[config.mk]
export PLATFORM = sky130hd
export DESIGN_NAME = sacel_div
export DESIGN_NICKNAME = d
export VERILOG_FILES = /design/src/sprite_anim_cel_select_macros.svh /design/src/sacel_pkg.sv /design/src/sacel_div.sv
export SDC_FILE = /design/constraint.sdc
export NUM_CORES = 1
export LEC_CHECK = 0
export ABC_CLOCK_PERIOD_IN_PS = 3100
export BUFFER_PORTS_ARGS = -buffer_cell sky130_fd_sc_hd__clkbuf_2
export CAP_MARGIN = 5
export CORE_UTILIZATION = 50
export CTS_BUF_LIST = sky130_fd_sc_hd__clkbuf_2 sky130_fd_sc_hd__clkbuf_4 sky130_fd_sc_hd__clkbuf_8
export DETAILED_ROUTE_END_ITERATION = 8
export PLACE_DENSITY = 0.87
export SLEW_MARGIN = 20
export SYNTH_ARGS = -nofsm -noshare
export SYNTH_HDL_FRONTEND = slang
export SYNTH_SLANG_ARGS = --single-unit
[constraint.sdc]
create_clock -name clk_i -period 3.1 [get_ports clk_i]
set_clock_uncertainty 0.15 [all_clocks]
set_input_delay 0 -clock clk_i [delete_from_list [all_inputs] [get_ports clk_i]]
set_output_delay 0 -clock clk_i [all_outputs]
set_load 0.1 [all_outputs]
[src/sprite_anim_cel_select_macros.svh]
// ----------------------------------------------------------------------------
// Assertion macros for the sprite animation cel selector
// Concurrent checks on clk_i, disabled while rst_ni is low.
// ----------------------------------------------------------------------------
`ifndef SPRITE_ANIM_CEL_SELECT_MACROS_SVH
`define SPRITE_ANIM_CEL_SELECT_MACROS_SVH
`ifndef SYNTH
// Same-cycle implication.
`define SACEL_ASSERT_IMP(lbl, ante, cons, msg) \
  lbl: assert property (@(posedge clk_i) disable iff (!rst_ni) (ante) |-> (cons)) \
    else $error(msg);
// Next-cycle implication.
`define SACEL_ASSERT_NXT(lbl, ante, cons, msg) \
  lbl: assert property (@(posedge clk_i) disable iff (!rst_ni) (ante) |=> (cons)) \
    else $error(msg);
`else
`define SACEL_ASSERT_IMP(lbl, ante, cons, msg)
`define SACEL_ASSERT_NXT(lbl, ante, cons, msg)
`endif
`endif

[src/sacel_pkg.sv]
// ----------------------------------------------------------------------------
// sacel_pkg
// Shared types, field widths, codes and the control store of the cel selector.
// ----------------------------------------------------------------------------
package sacel_pkg;

  localparam int unsigned CMD_W      = 2;
  localparam int unsigned IDX_W      = 6;
  localparam int unsigned VALUE_W    = 31;
  localparam int unsigned CEL_W      = 5;
  localparam int unsigned TOTAL_W    = 22;
  localparam int unsigned DELAY_W    = 16;
  localparam int unsigned MODE_W     = 2;
  localparam int unsigned CNT_W      = 6;
  localparam int unsigned CFG_IDX_W  = 3;
  localparam int unsigned CFG_DATA_W = 16;

  localparam int unsigned MAX_CELS      = 32;
  localparam int unsigned SEQ_DEPTH_DEF = 64;

  // Commands
  localparam logic [CMD_W-1:0] CMD_WRITE = 2'd0;
  localparam logic [CMD_W-1:0] CMD_PREP  = 2'd1;
  localparam logic [CMD_W-1:0] CMD_QUERY = 2'd2;

  // Animation modes (anything else runs as a loop)
  localparam logic [MODE_W-1:0] MODE_ONCE = 2'd1;
  localparam logic [MODE_W-1:0] MODE_PING = 2'd2;

  // Configuration register indexes
  localparam logic [CFG_IDX_W-1:0] REG_ANIM_MODE   = 3'd0;
  localparam logic [CFG_IDX_W-1:0] REG_FRAME_DELAY = 3'd1;
  localparam logic [CFG_IDX_W-1:0] REG_CEL_COUNT   = 3'd2;
  localparam logic [CFG_IDX_W-1:0] REG_FIRST_TIME  = 3'd3;
  localparam logic [CFG_IDX_W-1:0] REG_LAST_TIME   = 3'd4;

  typedef struct packed {
    logic [CMD_W-1:0]   command;
    logic [IDX_W-1:0]   entry_index;
    logic [VALUE_W-1:0] value;
  } in_item_t;

  typedef struct packed {
    logic [CEL_W-1:0]   cel;
    logic [TOTAL_W-1:0] total_time;
  } out_item_t;

  typedef struct packed {
    logic [CFG_IDX_W-1:0]  index;
    logic [CFG_DATA_W-1:0] wdata;
  } cfg_wr_t;

  // Microprogram
  localparam int unsigned PC_W = 5;
  typedef logic [PC_W-1:0] pc_t;

  localparam pc_t ST_EMIT   = 5'd0;
  localparam pc_t ST_FETCH  = 5'd1;
  localparam pc_t ST_DISP0  = 5'd2;
  localparam pc_t ST_DISP1  = 5'd3;
  localparam pc_t ST_DISP2  = 5'd4;
  localparam pc_t ST_WR     = 5'd5;
  localparam pc_t ST_PREP   = 5'd6;
  localparam pc_t ST_PREP1  = 5'd7;
  localparam pc_t ST_PREP2  = 5'd8;
  localparam pc_t ST_SW0    = 5'd9;
  localparam pc_t ST_SW1    = 5'd10;
  localparam pc_t ST_SW2    = 5'd11;
  localparam pc_t ST_PMUL   = 5'd12;
  localparam pc_t ST_QRY    = 5'd13;
  localparam pc_t ST_QMOD   = 5'd14;
  localparam pc_t ST_QMODW  = 5'd15;
  localparam pc_t ST_QM2    = 5'd16;
  localparam pc_t ST_QW0    = 5'd17;
  localparam pc_t ST_QW1    = 5'd18;
  localparam pc_t ST_QMAP   = 5'd19;
  localparam pc_t ST_QDIV   = 5'd20;
  localparam pc_t ST_QDIVW  = 5'd21;
  localparam pc_t ST_QD2    = 5'd22;
  localparam pc_t ST_QD3    = 5'd23;
  localparam pc_t ST_QD4    = 5'd24;
  localparam pc_t ST_QHOLD  = 5'd25;
  localparam pc_t ST_CLR    = 5'd26;
  localparam pc_t ST_CLRX   = 5'd27;

  typedef enum logic [4:0] {
    OP_NOP,
    OP_ACCEPT,
    OP_WRITE,
    OP_PREP_FIRST,
    OP_PREP_LAST,
    OP_RD_START,
    OP_SWEEP,
    OP_SWEEP_END,
    OP_PASS_MUL,
    OP_MOD_START,
    OP_TAKE_REM,
    OP_WALK,
    OP_MAP,
    OP_DIV_START,
    OP_DIVLEN_START,
    OP_TAKE_POS,
    OP_HOLD,
    OP_CLEAR,
    OP_EMIT
  } op_e;

  typedef enum logic [3:0] {
    C_NONE,
    C_ALWAYS,
    C_NO_INPUT,
    C_CMD_PREP,
    C_CMD_QUERY,
    C_CMD_OTHER,
    C_NOT_USED,
    C_NOT_LAST,
    C_ONCE_HOLD,
    C_DIV_BUSY,
    C_WALK_MORE,
    C_OUT_BUSY
  } cond_e;

  typedef struct packed {
    op_e   op;
    cond_e cond;
    pc_t   target;
  } uword_t;

  // Control store: jump to target when the condition holds, else step on.
  function automatic uword_t ucode(pc_t pc);
    uword_t w;
    unique case (pc)
      ST_EMIT:  w = '{OP_EMIT,         C_OUT_BUSY,  ST_EMIT};
      ST_FETCH: w = '{OP_ACCEPT,       C_NO_INPUT,  ST_FETCH};
      ST_DISP0: w = '{OP_NOP,          C_CMD_PREP,  ST_PREP};
      ST_DISP1: w = '{OP_NOP,          C_CMD_QUERY, ST_QRY};
      ST_DISP2: w = '{OP_NOP,          C_CMD_OTHER, ST_EMIT};
      ST_WR:    w = '{OP_WRITE,        C_ALWAYS,    ST_EMIT};
      ST_PREP:  w = '{OP_PREP_FIRST,   C_NONE,      ST_FETCH};
      ST_PREP1: w = '{OP_PREP_LAST,    C_NONE,      ST_FETCH};
      ST_PREP2: w = '{OP_NOP,          C_NOT_USED,  ST_PMUL};
      ST_SW0:   w = '{OP_RD_START,     C_NONE,      ST_FETCH};
      ST_SW1:   w = '{OP_SWEEP,        C_NOT_LAST,  ST_SW1};
      ST_SW2:   w = '{OP_SWEEP_END,    C_ALWAYS,    ST_EMIT};
      ST_PMUL:  w = '{OP_PASS_MUL,     C_ALWAYS,    ST_EMIT};
      ST_QRY:   w = '{OP_NOP,          C_ONCE_HOLD, ST_QHOLD};
      ST_QMOD:  w = '{OP_MOD_START,    C_NONE,      ST_FETCH};
      ST_QMODW: w = '{OP_NOP,          C_DIV_BUSY,  ST_QMODW};
      ST_QM2:   w = '{OP_TAKE_REM,     C_NOT_USED,  ST_QDIV};
      ST_QW0:   w = '{OP_RD_START,     C_NONE,      ST_FETCH};
      ST_QW1:   w = '{OP_WALK,         C_WALK_MORE, ST_QW1};
      ST_QMAP:  w = '{OP_MAP,          C_ALWAYS,    ST_EMIT};
      ST_QDIV:  w = '{OP_DIV_START,    C_NONE,      ST_FETCH};
      ST_QDIVW: w = '{OP_NOP,          C_DIV_BUSY,  ST_QDIVW};
      ST_QD2:   w = '{OP_DIVLEN_START, C_NONE,      ST_FETCH};
      ST_QD3:   w = '{OP_NOP,          C_DIV_BUSY,  ST_QD3};
      ST_QD4:   w = '{OP_TAKE_POS,     C_ALWAYS,    ST_QMAP};
      ST_QHOLD: w = '{OP_HOLD,         C_ALWAYS,    ST_EMIT};
      ST_CLR:   w = '{OP_CLEAR,        C_NOT_LAST,  ST_CLR};
      ST_CLRX:  w = '{OP_NOP,          C_ALWAYS,    ST_FETCH};
      default:  w = '{OP_NOP,          C_ALWAYS,    ST_FETCH};
    endcase
    return w;
  endfunction

endpackage

[src/sacel_div.sv]
// ----------------------------------------------------------------------------
// sacel_div
// Restoring serial divider, one quotient bit per cycle.
// ----------------------------------------------------------------------------
module sacel_div #(
  parameter int unsigned DW = sacel_pkg::VALUE_W,
  parameter int unsigned VW = sacel_pkg::TOTAL_W
) (
  input  logic          clk_i,
  input  logic          rst_ni,
  input  logic          start_i,
  input  logic [DW-1:0] dividend_i,
  input  logic [VW-1:0] divisor_i,
  output logic          busy_o,
  output logic [DW-1:0] quot_o,
  output logic [VW-1:0] rem_o
);
  localparam int unsigned CW = $clog2(DW + 1);

  logic          busy_q, busy_d;
  logic [CW-1:0] cnt_q, cnt_d;
  logic [DW-1:0] acc_q, acc_d;
  logic [VW-1:0] rem_q, rem_d;
  logic [VW-1:0] dvs_q, dvs_d;
  logic [VW:0]   shifted;
  logic [VW:0]   diff;

  always_comb begin
    shifted = {rem_q, acc_q[DW-1]};
    diff    = shifted - {1'b0, dvs_q};
    busy_d  = busy_q;
    cnt_d   = cnt_q;
    acc_d   = acc_q;
    rem_d   = rem_q;
    dvs_d   = dvs_q;
    if (start_i) begin
      busy_d = 1'b1;
      cnt_d  = CW'(DW);
      acc_d  = dividend_i;
      rem_d  = '0;
      dvs_d  = divisor_i;
    end else if (busy_q) begin
      // Subtract when the shifted remainder covers the divisor.
      if (shifted >= {1'b0, dvs_q}) begin
        rem_d = VW'(diff);
        acc_d = {acc_q[DW-2:0], 1'b1};
      end else begin
        rem_d = VW'(shifted);
        acc_d = {acc_q[DW-2:0], 1'b0};
      end
      cnt_d = cnt_q - CW'(1);
      if (cnt_q == CW'(1)) begin
        busy_d = 1'b0;
      end
    end
  end

  always_ff @(posedge clk_i or negedge rst_ni) begin
    if (!rst_ni) begin
      busy_q <= 1'b0;
      cnt_q  <= '0;
    end else begin
      busy_q <= busy_d;
      cnt_q  <= cnt_d;
    end
  end

  always_ff @(posedge clk_i) begin
    acc_q <= acc_d;
    rem_q <= rem_d;
    dvs_q <= dvs_d;
  end

  assign busy_o = busy_q;
  assign quot_o = acc_q;
  assign rem_o  = rem_q;

endmodule

# ---- Yosys cells after proc, flatten, opt, wreduce, memory -nomap -nowiden
# Index checks and enable logic that the tools add are counted.
dict set report word_totals {
  mem_bits_rw 0
  memories 0
  rom_bits 0
  latchBits 0
  out_inout_bits 54
  ff_bits 81
  elab_cells 19
}
dict set report classes {
  n_eq_ne 1
  n_shift 0
  bitwise 0
  n_reduce_logical 1
  n_addsub 2
  muxes 9
  mul 0
  n_div 0
  magnitude_cmp 1
}
# op count
set ops {}
lappend ops {{31-bit two-way mux} 2}
lappend ops {{23-bit by 22-bit >= comparator with 1-bit output} 1}
lappend ops {{22-bit two-way mux} 1}
lappend ops {{22-bit subtractor} 1}
lappend ops {{5-bit two-way mux} 2}
lappend ops {{5-bit by 1-bit == test with 1-bit output (second input constant)} 1}
lappend ops {{5-bit by 1-bit subtractor with 5-bit output (second input constant)} 1}
lappend ops {{1-bit two-way mux} 4}
lappend ops {{2-bit nonzero test} 1}

# ---- Depth between registers and ports, before layout
dict set report depth {
  word_depth 4
  depth_mapped 12
}

# ---- Least setup slack after synthesis
# OpenSTA, ideal clock, no wires.
dict set report synth_path {
  path_kind {register to register}
  from {reg rem_q[11], in the netlist rem_o[11]}
  to {reg rem_q[18], in the netlist rem_o[18]}
  slack_ps -347
  stages_incl_launch_ff 10
  t_required_ps 2859
  arrival_ps 3206
  path_buffers 1
  cell_sequence {dfxtp_1 > ha_1 > a21o_1 > a21o_1 > a211oi_2 > nand2_1 > a2111oi_4 > buf_4 > nand2_1 > a311oi_1}
}
dict set report synth_via {
  elab_chain_len 2
}
# element line
set synth_lines {}
lappend synth_lines {{start: declaration} sacel_div.sv:23} ;# logic [VW-1:0] rem_q, rem_d;
lappend synth_lines {{start signal: assignment} sacel_div.sv:70} ;# rem_q <= rem_d;
lappend synth_lines {{22-bit subtractor / 23-bit by 22-bit >= comparator with 1-bit output (equally long branches)} {sacel_div.sv:30, sacel_div.sv:44}}
lappend synth_lines {{22-bit two-way mux (*)} sacel_div.sv:44} ;# if (shifted >= {1'b0, dvs_q}) begin
# Mark *: on every way between the ends. The rest lies on a longest branch, timed or not.
# A chain may end at the register's enable or synchronous reset.

# ---- Worst setup path after layout
dict set report layout_path {
  from {reg rem_q[3], in the netlist rem_o[3]}
  to {reg rem_q[14], in the netlist rem_o[14]}
}
# The elaborated chain is that of the path after synthesis.

==> flow_summary.ini <==
[floorplanning]
ios = 110
design.core.area_sq_mm = 0.00834
start_util_pct = 52.5
die_h_um = 95.6
die_w_um = 95.6
dieArea_sq_mm = 0.00913
num_rows = 33

[synth]
yosysMostFrequentCell = edfxtp_1
ys_seq_area_share_pct = 49.9
synth_top_area_share_pct = 36.4
synth-edff-count = 53
yosysUniqueCellTypes = 46
yosys_register_bits = 81
synth_top_family_by_area = compound AO/OA/AOI/OAI gates
syn_area_sq_mm = 0.00438
synth_common_cells = edfxtp_1, nor2_1, inv_1
async_flop_share_pct = 7.41
synth-adder-area-share_pct = 7.32
synth-xor-area-share_pct = 4.40
synth_nets = 486
synthSimpleGateAreaFrac_pct = 9.95
synth_top_flop_cell = edfxtp_1
yosysWarnings = 0
synthMuxAreaShare_pct = 9.32
synth_cells = 405
synth_top_cell_by_area = edfxtp_1
synth_compound_area_share_pct = 14.4
avgSynthCellArea_sq_um = 10.8
synthTopCellsByArea = edfxtp_1, dfxtp_1, mux2_2, ha_1, a21oi_1

[power]
p_sw_mw = 2.17
p_seq_share_pct = 33.1
p_leak_nw = 2.62
ir_drop_mv = 0.529
pwr-share-clk_pct = 17.9
comb_power_share_pct = 49.1
p_sw_share_pct = 49.1
internal_power_mw = 2.26
power_density_mw_per_mm2 = 761

[worst_setup_path]
required_ns = 3.14
arrival_ns = 2.94
crit_type = reg2reg
crit_path_max_fanout = 18
startpoint_type = register
end_kind = register

[sta]
min_period_ns = 2.89
setup_viol = 0
hold_slack_ns = 0.191
drv_slew = 0
post-route-period-util_pct = 93.3
rsz0062_at_grt = no
hold_viol_final = 0
fmax_ghz = 0.346
slew_headroom_pct = 33.7
tightest_slew_ns = 0.991
setup_tns_ns = 0

[placement]
port-buffer-count = 109
dpl.cell_count = 605
place_congestion = 0.898
hpwl_mm = 6.98

[cells_and_area]
area_growth_syn_to_layout_pct = 33.1
drive_gt1_share_pct = 33.0
final_nets = 648
nFillCells = 615
final_util_pct = 69.8
final_cells = 678

[route]
ant_nets = 0
dr.first_iter.drc_count = 141
wl_per_cell_um = 16.4
drc_errors = 0
drt-vias-per-instance = 5.55
routed_wl_mm = 11.1
dr.pass1.iters = 4
vias = 3763

[clock_tree]
cts.sinks = 81
post-cts-setup-buffers = 0
root_buffer = clkbuf_8
htreeDepth = 3
clk_latency_ns = 0.37
cts_buffers = 9
cts_tree = yes
clk_path_buf_depth = 2
clk_pin_slew_ns = 0.10

[global_routing]
first_global_vias = 3609
grt_antenna_before_repair = 1
track_usage_pct = 25.0
grt_pass1_wl_mm = 17.2
grt_max_degree = 74
grt_overflow = 0

[hold_path]
hold_class = in2reg

[outcome]
status = finished clean

[run]
max_cap_viol_count = 0
[layout make-up]
type	count	area (sq um)	share of cell area, %
Antenna cell	1	2.50	0.0430
Clock buffer	9	124	2.13
Clock inverter	7	76.3	1.31
Inverter	33	124	2.13
Multi-Input combinational cell	272	2020	34.7
Sequential cell	81	2200	37.9
Tap cell	105	131	2.26
Timing Repair Buffer	170	1140	19.6
[worst max-delay path: stages (launching register included)]
cell and delay, ns:
dfxtp_2 0.35, ha_1 0.39, a211oi_2 0.23, o211ai_1 0.14
o2111ai_1 0.27, nand2_1 0.17, a2111oi_4 0.41, buf_4 0.30
mux2i_1 0.22, a211oi_1 0.09
[cell usage in the layout, fill, tap and decap left out, types with 4 or more instances in the layout]
cell type / Yosys / final
clkbuf_8: 0 / 9
nand2_1: 23 / 23
clkbuf_2: 1 / 109
nand2b_1: 8 / 8
a211oi_1: 12 / 12
a21o_1: 11 / 11
mux2_2: 30 / 30
nand4_1: 4 / 4
a21oi_1: 31 / 29
xnor2_1: 17 / 17
nand3_1: 4 / 4
edfxtp_1: 53 / 53
dfrtp_1: 6 / 6
nor3_1: 7 / 7
a32oi_1: 4 / 4
ha_1: 24 / 24
buf_4: 1 / 5
nor2_1: 34 / 34
o21ai_0: 17 / 17
inv_1: 33 / 33
dlygate4sd3_1: 0 / 56
xor2_1: 5 / 5
dfxtp_1: 22 / 4
dfxtp_2: 0 / 18
mux2i_1: 7 / 7
a31oi_1: 4 / 4
[final timing paths]
kind / depth (start not counted) / end / from / slack (ns)
max: 9 / rem_o[14] / rem_o[3] / 0.21
min: 2 / dvs_q[2] / divisor_i[2] / 0.19
max reg2reg: 9 / rem_o[14] / rem_o[3] / 0.21
min reg2reg: 2 / rem_o[6] / rem_o[6] / 0.34
max in group asynchronous: 3 / cnt_q[2] / rst_ni / 2.12
min in group asynchronous: 3 / cnt_q[1] / rst_ni / 0.46
[power by group through the flow]
stage               Clock [mW]  Sequential, mW  Combinational, mW
floorplan                    0            2.35              0.873
global placement             0            1.47               2.04
detailed placement           0            1.48               2.08
CTS                      0.795            1.46               2.14
global route             0.836            1.48               2.30
finish                   0.791            1.47               2.17
[cell families (layout without fill, tap and decap cells)]
logic type      after synthesis  after routing
simple gates                 93             93
mux                          37             37
flops                        81             81
fa+ha+maj                    25             25
compound gates               95             95
xor+xnor                     22             22
other cells                   0              1
buf+inv                      52            219
[per-stage QoR]
step | cell area (sq um) | setup slack, ns | total power [mW]
6_report | 5820 | 0.206 | 4.43
5_1_grt | 5820 | 0.0236 | 4.62
4_1_cts | 5810 | 0.151 | 4.40
3_5_place_dp | 5050 | 0.169 | 3.56
3_3_place_gp | 5050 | 0.268 | 3.52
2_1_floorplan | 4420 | 0.00391 | 3.22
[state kept, by name, summed over array words and instances (netlist names)]
register and cells:
quot_o 31, dvs_q 22, busy_o 1, rem_o 22, cnt_q 5
[layer usage]
metal	track usage (%)	part of all wire (%)	vias to the layer above	wire length, um
met5	0	0	-	0
met4	9.70	2.3	0	258
met3	5.82	5.4	20	598
met2	43.8	51	148	5700
met1	29.6	41	1804	4570
li1	-	-	1791	-
[repair_timing]
item,4_1_cts,5_1_grt
hold buffers,56,0
setup endpoints to repair,0,3
endpoints found under the hold margin,60,0
gates resized for setup,0,1
No activity file was read; power rests on OpenSTA's default activity.
